$ cat src/smud_pkg.sv
// Package for the sorted merge union block: codes, defaults and control structs.
package smud_pkg;

  localparam int DEPTH_DEF      = 32;
  localparam int DATA_WIDTH_DEF = 32;
  localparam int VALUE_W        = 32;
  localparam int REQ_W          = 2;

  // request codes carried in req_type
  typedef enum logic [REQ_W-1:0] {
    REQ_LOAD_A = 2'd0,
    REQ_LOAD_B = 2'd1,
    REQ_RUN    = 2'd2
  } req_t;

  typedef enum logic {
    ST_IDLE,
    ST_WALK
  } state_t;

  // controller -> datapath
  typedef struct packed {
    logic load_a;
    logic load_b;
    logic step;
    logic finish;
  } smud_cmd_t;

  // datapath -> controller
  typedef struct packed {
    logic any_left;
    logic step_stall;
    logic final_stall;
  } smud_stat_t;

endpackage

$ cat src/smud_ctrl.sv
// Controller state machine: decodes requests and sequences the merge walk.
module smud_ctrl
  import smud_pkg::*;
(
  input  logic             clk,
  input  logic             rst_n,
  input  logic             in_valid,
  input  logic [REQ_W-1:0] in_req,
  output logic             in_ready,
  input  smud_stat_t       stat,
  output smud_cmd_t        cmd
);

  state_t state_r, state_nxt;

  always_ff @(posedge clk) begin
    if (!rst_n) begin
      state_r <= ST_IDLE;
    end else begin
      state_r <= state_nxt;
    end
  end

  always_comb begin
    state_nxt = state_r;
    in_ready  = 1'b0;
    cmd       = '0;
    unique case (state_r)
      ST_IDLE: begin
        in_ready = 1'b1;
        if (in_valid) begin
          unique case (in_req)
            REQ_LOAD_A: cmd.load_a = 1'b1;
            REQ_LOAD_B: cmd.load_b = 1'b1;
            REQ_RUN:    state_nxt  = ST_WALK;
            default:    ;  // unused code: dropped
          endcase
        end
      end
      ST_WALK: begin
        if (stat.any_left) begin
          cmd.step = !stat.step_stall;
        end else if (!stat.final_stall) begin
          cmd.finish = 1'b1;
          state_nxt  = ST_IDLE;
        end
      end
      default: state_nxt = ST_IDLE;
    endcase
  end

endmodule

$ cat config.mk
export PLATFORM = sky130hd
export DESIGN_NAME = smud_ctrl
export DESIGN_NICKNAME = d
export VERILOG_FILES = /design/src/smud_pkg.sv /design/src/smud_ctrl.sv
export SDC_FILE = /design/constraint.sdc
export NUM_CORES = 1
export LEC_CHECK = 0
export BUFFER_PORTS_ARGS = -buffer_cell sky130_fd_sc_hd__buf_4
export CELL_PAD_IN_SITES_DETAIL_PLACEMENT = 1
export CELL_PAD_IN_SITES_GLOBAL_PLACEMENT = 2
export CORE_AREA = 2 2 39 41
export DETAILED_ROUTE_END_ITERATION = 16
export DIE_AREA = 0 0 41 43
export PLACE_DENSITY_LB_ADDON = 0.12
export SYNTH_ARGS = -nofsm -noshare
export SYNTH_HDL_FRONTEND = slang
export SYNTH_SLANG_ARGS = --single-unit
export TNS_END_PERCENT = 1
$ cat constraint.sdc
create_clock -name clk -period 0.8 [get_ports clk]
set_clock_uncertainty 0.05 [all_clocks]
set_input_delay 0.12 -clock clk [delete_from_list [all_inputs] [get_ports clk]]
set_output_delay 0.12 -clock clk [all_outputs]
set_load 0.1 [all_outputs]
## Word-level counts from Yosys, hierarchy flattened

Cells that the tools add are included.

| cells by class | value |
|---|---|
| eq/ne operators | 2 |
| multiplexer cells | 14 |
| bitwise logic cells | 1 |
| reductions and logical operators | 2 |

Operator list:

| kind | number |
|---|---|
| 1-bit two-way mux | 10 |
| 2-bit two-way mux | 3 |
| 2-bit by 1-bit equality test with 1-bit output, second input constant | 1 |
| 2-bit equality test, second input constant | 1 |
| 2-bit zero test | 1 |
| 1-bit one-hot mux with 2 select lines | 1 |
| 1-bit zero test | 1 |
| 1-bit inverter | 1 |

| word-level totals | value |
|---|---|
| register bits after elaboration | 1 |
| input bits | 8 |
| output and inout bits | 5 |
| logic and storage cells | 20 |

## Logic depth before layout (Yosys ltp)

| logic depth | value |
|---|---|
| word-level depth | 4 |
| depth in mapped cells | 2 |
| gate-level depth less buffers | 2 |

## Worst setup path after synthesis

OpenSTA, ideal clock, no wires.

| timing | value |
|---|---|
| kind | register -> output |
| start | register state_r |
| end | output port cmd[3] (netlist name) |
| arrival time | 3.480 ns |
| data required time | 0.630 ns |
| path slack | -2.850 ns |
| cell stages (with the launch flop) | 2 |
| path through | dfxtp_1 -> nor4b_1 |

RTL lines:

| what | RTL line | RTL |
|---|---|---|
| from (decl) | smud_ctrl.sv:14 | `state_t state_r, state_nxt;` |
| from (signal assigned) | smud_ctrl.sv:20 | `state_r <= state_nxt;` |
| to (decl) | smud_ctrl.sv:11 | `output smud_cmd_t cmd` |

==> tab_implementation.tex <==
\begin{tabular}{lr}
\hline
Metric & Value \\
\hline
\multicolumn{2}{l}{\textbf{STA}} \\
\quad Final setup violation count & 6 \\
\quad Setup repair after global routing missed its margin & yes \\
\quad Transition at the pin with the smallest max-transition slack & 214 ps \\
\quad Worst rel slew slack & 0.857 \\
\quad Minimum clock period & 1010 ps \\
\quad Worst setup slack after layout & -212 ps \\
\quad Highest attainable clock frequency & 0.988 GHz \\
\quad Final hold slack & 308 ps \\
\quad Final period utilization & 1.26 \\
\quad Number of hold-slack violations in the final timing report & 0 \\
\quad Pins Over Slew Limit & 0 \\
\multicolumn{2}{l}{\textbf{Route}} \\
\quad 1st-pass router iterations & 1 \\
\quad Residual antenna-violating net count after detailed routing & 0 \\
\quad DRC marker count from the first detailed-route iteration & 0 \\
\quad Final routed wire length divided by cell count & 7.95 µm \\
\quad Post-detailed-route via-to-cell ratio & 3.23 \\
\quad DRC & 0 \\
\quad Total vias in the final route & 126 \\
\quad Detailed-route wire length & 310 µm \\
\multicolumn{2}{l}{\textbf{Floorplan}} \\
\quad Die area & 1760 µm² \\
\quad Cell Rows & 14 \\
\quad I/O Pins & 13 \\
\quad Die Y & 43 µm \\
\quad Die extent in x & 41 µm \\
\quad Core area & 1380 µm² \\
\quad Initial cell density of the core & 0.0687 \\
\multicolumn{2}{l}{\textbf{Logic synthesis}} \\
\quad Number of storage elements in the synthesis netlist & 1 \\
\quad Number of warning messages in the yosys log & 0 \\
\quad Cell area after synthesis & 95.1 µm² \\
\quad Complex-gate fraction of the synthesized area & 0.132 \\
\quad Synthesized net count & 18 \\
\quad Number of distinct library cell variants in the gate-level netlist after synthesis & 9 \\
\quad Xor-xnor portion of the synthesized cell area & 0 \\
\quad Sequential element share of the synthesized area & 0.211 \\
\quad Post-Synth Adder-Cell Area & 0 \\
\quad Multiplexer area fraction after synthesis & 0 \\
\quad Average instance area after synthesis & 9.51 µm² \\
\quad Gate Count Post-Synth & 10 \\
\quad Main combinational cell family by area after synthesis & simple AND/OR/NAND/NOR gates \\
\quad Synthesized-area fraction occupied by and/or/nand/nor cells & 0.579 \\
\multicolumn{2}{l}{\textbf{Layout}} \\
\quad Synthesis-to-layout area growth & 203\% \\
\quad Top Registers & state\_r x1 \\
\quad Post-layout nets & 33 \\
\quad Final std cells w/o fill & 39 \\
\quad Largest register FFs & 1 \\
\quad Filler Cells Inserted & 162 \\
\quad Antenna diode count & 0 \\
\quad Fraction of layout instances using a drive strength above 1 & 0.826 \\
\quad Register ranked first by flip-flop count & state\_r \\
\multicolumn{2}{l}{\textbf{Global routing}} \\
\quad Met3 demand-to-capacity share in global routing & 0 \\
\quad Fraction of met2 tracks used by global routing & 0.0719 \\
\quad Number of global-route vias before repair & 122 \\
\quad Met1 global-route usage & 0.0508 \\
\quad First-pass GRT wire length & 503 µm \\
\quad Number of antenna violations at the first check in global routing & 0 \\
\quad Layer with the highest usage after global routing & met2 \\
\quad Aggregate global routing overflow & 0 \\
\quad Maximum number of pins on one net before global-route repair & 6 \\
\quad Global-route usage over all layers & 0.0390 \\
\multicolumn{2}{l}{\textbf{Clocking}} \\
\quad Worst-skew pair later-pin latency & 0 ps \\
\quad Clock Pin Slew Worst Setup and Hold Paths & 0 ps \\
\multicolumn{2}{l}{\textbf{Outcome}} \\
\quad Violations in the final reports & negative setup slack \\
\quad Run status & complete, but fails checks \\
\multicolumn{2}{l}{\textbf{Setup path}} \\
\quad Nature of the critical path startpoint & flop \\
\quad Critical path endpoint category & primary output \\
\quad Largest fanout on the critical path & 5 \\
\quad Worst endpoint required time & 630 ps \\
\quad Critical-path cell list & and4bb\_2, buf\_12 \\
\quad Start-to-end type of the worst setup path & flop to primary output \\
\quad CP max stage cell & dfxtp\_4 \\
\quad Arrival @ worst endpoint & 840 ps \\
\quad Maximum single-stage delay on the critical path & 340 ps \\
\multicolumn{2}{l}{\textbf{Placement}} \\
\quad Estimated wirelength of the detail-placed design & 280 µm \\
\quad Worst setup slack after placement & -284 ps \\
\quad \# port buffers & 12 \\
\quad Routability cong. & 0.496 \\
\quad Number of placed instances, taps included & 39 \\
\multicolumn{2}{l}{\textbf{Power}} \\
\quad Total leakage power & 0.120 nW \\
\quad Peak ir drop on the vdd network & 0.165 mV \\
\quad Total power divided by cell area & 762 nW/µm² \\
\multicolumn{2}{l}{\textbf{Hold path}} \\
\quad Worst hold path type & primary input to flop \\
\multicolumn{2}{l}{\textbf{Flow run}} \\
\quad Count of maximum capacitance violations & 0 \\
\hline
\end{tabular}
critical path, delay by kind of cell (launching register included):
family,cells,cell delay [ps]
buffers and inverters,1,180
flip-flops,1,340
AND/OR/NAND/NOR,1,320
worst paths after layout:
path / end / from / cells after the start / slack [ps]
max: cmd[2] / state_r / 2 / -210
min: state_r / rst_n / 3 / 310
min reg2reg: state_r / state_r / 2 / 540
max reg2reg: state_r / state_r / 3 / -160
stage by stage:
stage               setup TNS, ps  area, µm²  power [mW]   util
finish                       -890        288       0.219  0.208
global route                -1100        288       0.227  0.208
CTS                          -942        288       0.221  0.208
detailed placement          -1220        231       0.200  0.167
global placement            -1200        231       0.199  0.167
floorplan                   -3340        114       0.146      -
power by group:
group / total, mW / switching, mW / internal [mW]
clock: 0 / 0 / 0
combinational: 0.161 / 0.0933 / 0.0682
sequential: 0.0578 / 0.00530 / 0.0525
total: 0.219 / 0.0986 / 0.121
what timing repair did:
action / 4_1_cts / 5_1_grt
hold buffers: 0 / 0
pin swaps: 1 / 0
setup buffers: 0 / 0
gates cloned: 0 / 0
gates resized for setup: 14 / 0
setup endpoints to repair: 6 / 6
layout make-up:
cell class	instances	area, µm²	area share
inverters	2	7.51	0.0261
multi-input cells	7	85.1	0.296
flip-flops and latches	1	23.8	0.0826
well taps	16	20.0	0.0696
repair buffers	13	151	0.526
synth_stat cells, drive strengths merged:
cell | instances | area, µm²
and4bb | 1 | 12.5
a211oi | 1 | 12.5
nand2 | 1 | 3.75
dfxtp | 1 | 20.0
nor3b | 1 | 18.8
nand3b | 1 | 7.51
nor4b | 1 | 8.76
inv | 2 | 7.51
nor2 | 1 | 3.75
logic make-up (layout without fill, tap and decap cells):
logic type      after synthesis  after routing
simple gates                  6              6
buf+inv                       2             15
compound gates                1              1
flops                         1              1
routing by layer:
layer / up-vias / routed length (µm)
met5: - / 0
met4: 0 / 0
met3: 0 / 11
met2: 4 / 209
met1: 60 / 89
li1: 62 / -
layout by cell type, fill, tap and decap left out:
cell type	netlist	routed
inv_1	2	2
nand2_1	1	1
buf_12	0	4
buf_4	0	8
and4bb_2	1	1
buf_6	0	1
nand3b_1	1	1
a211oi_2	1	1
nor3b_4	1	1
nor4b_4	0	1
nor2_2	0	1
dfxtp_4	0	1
(Power assumes the default switching activity.)
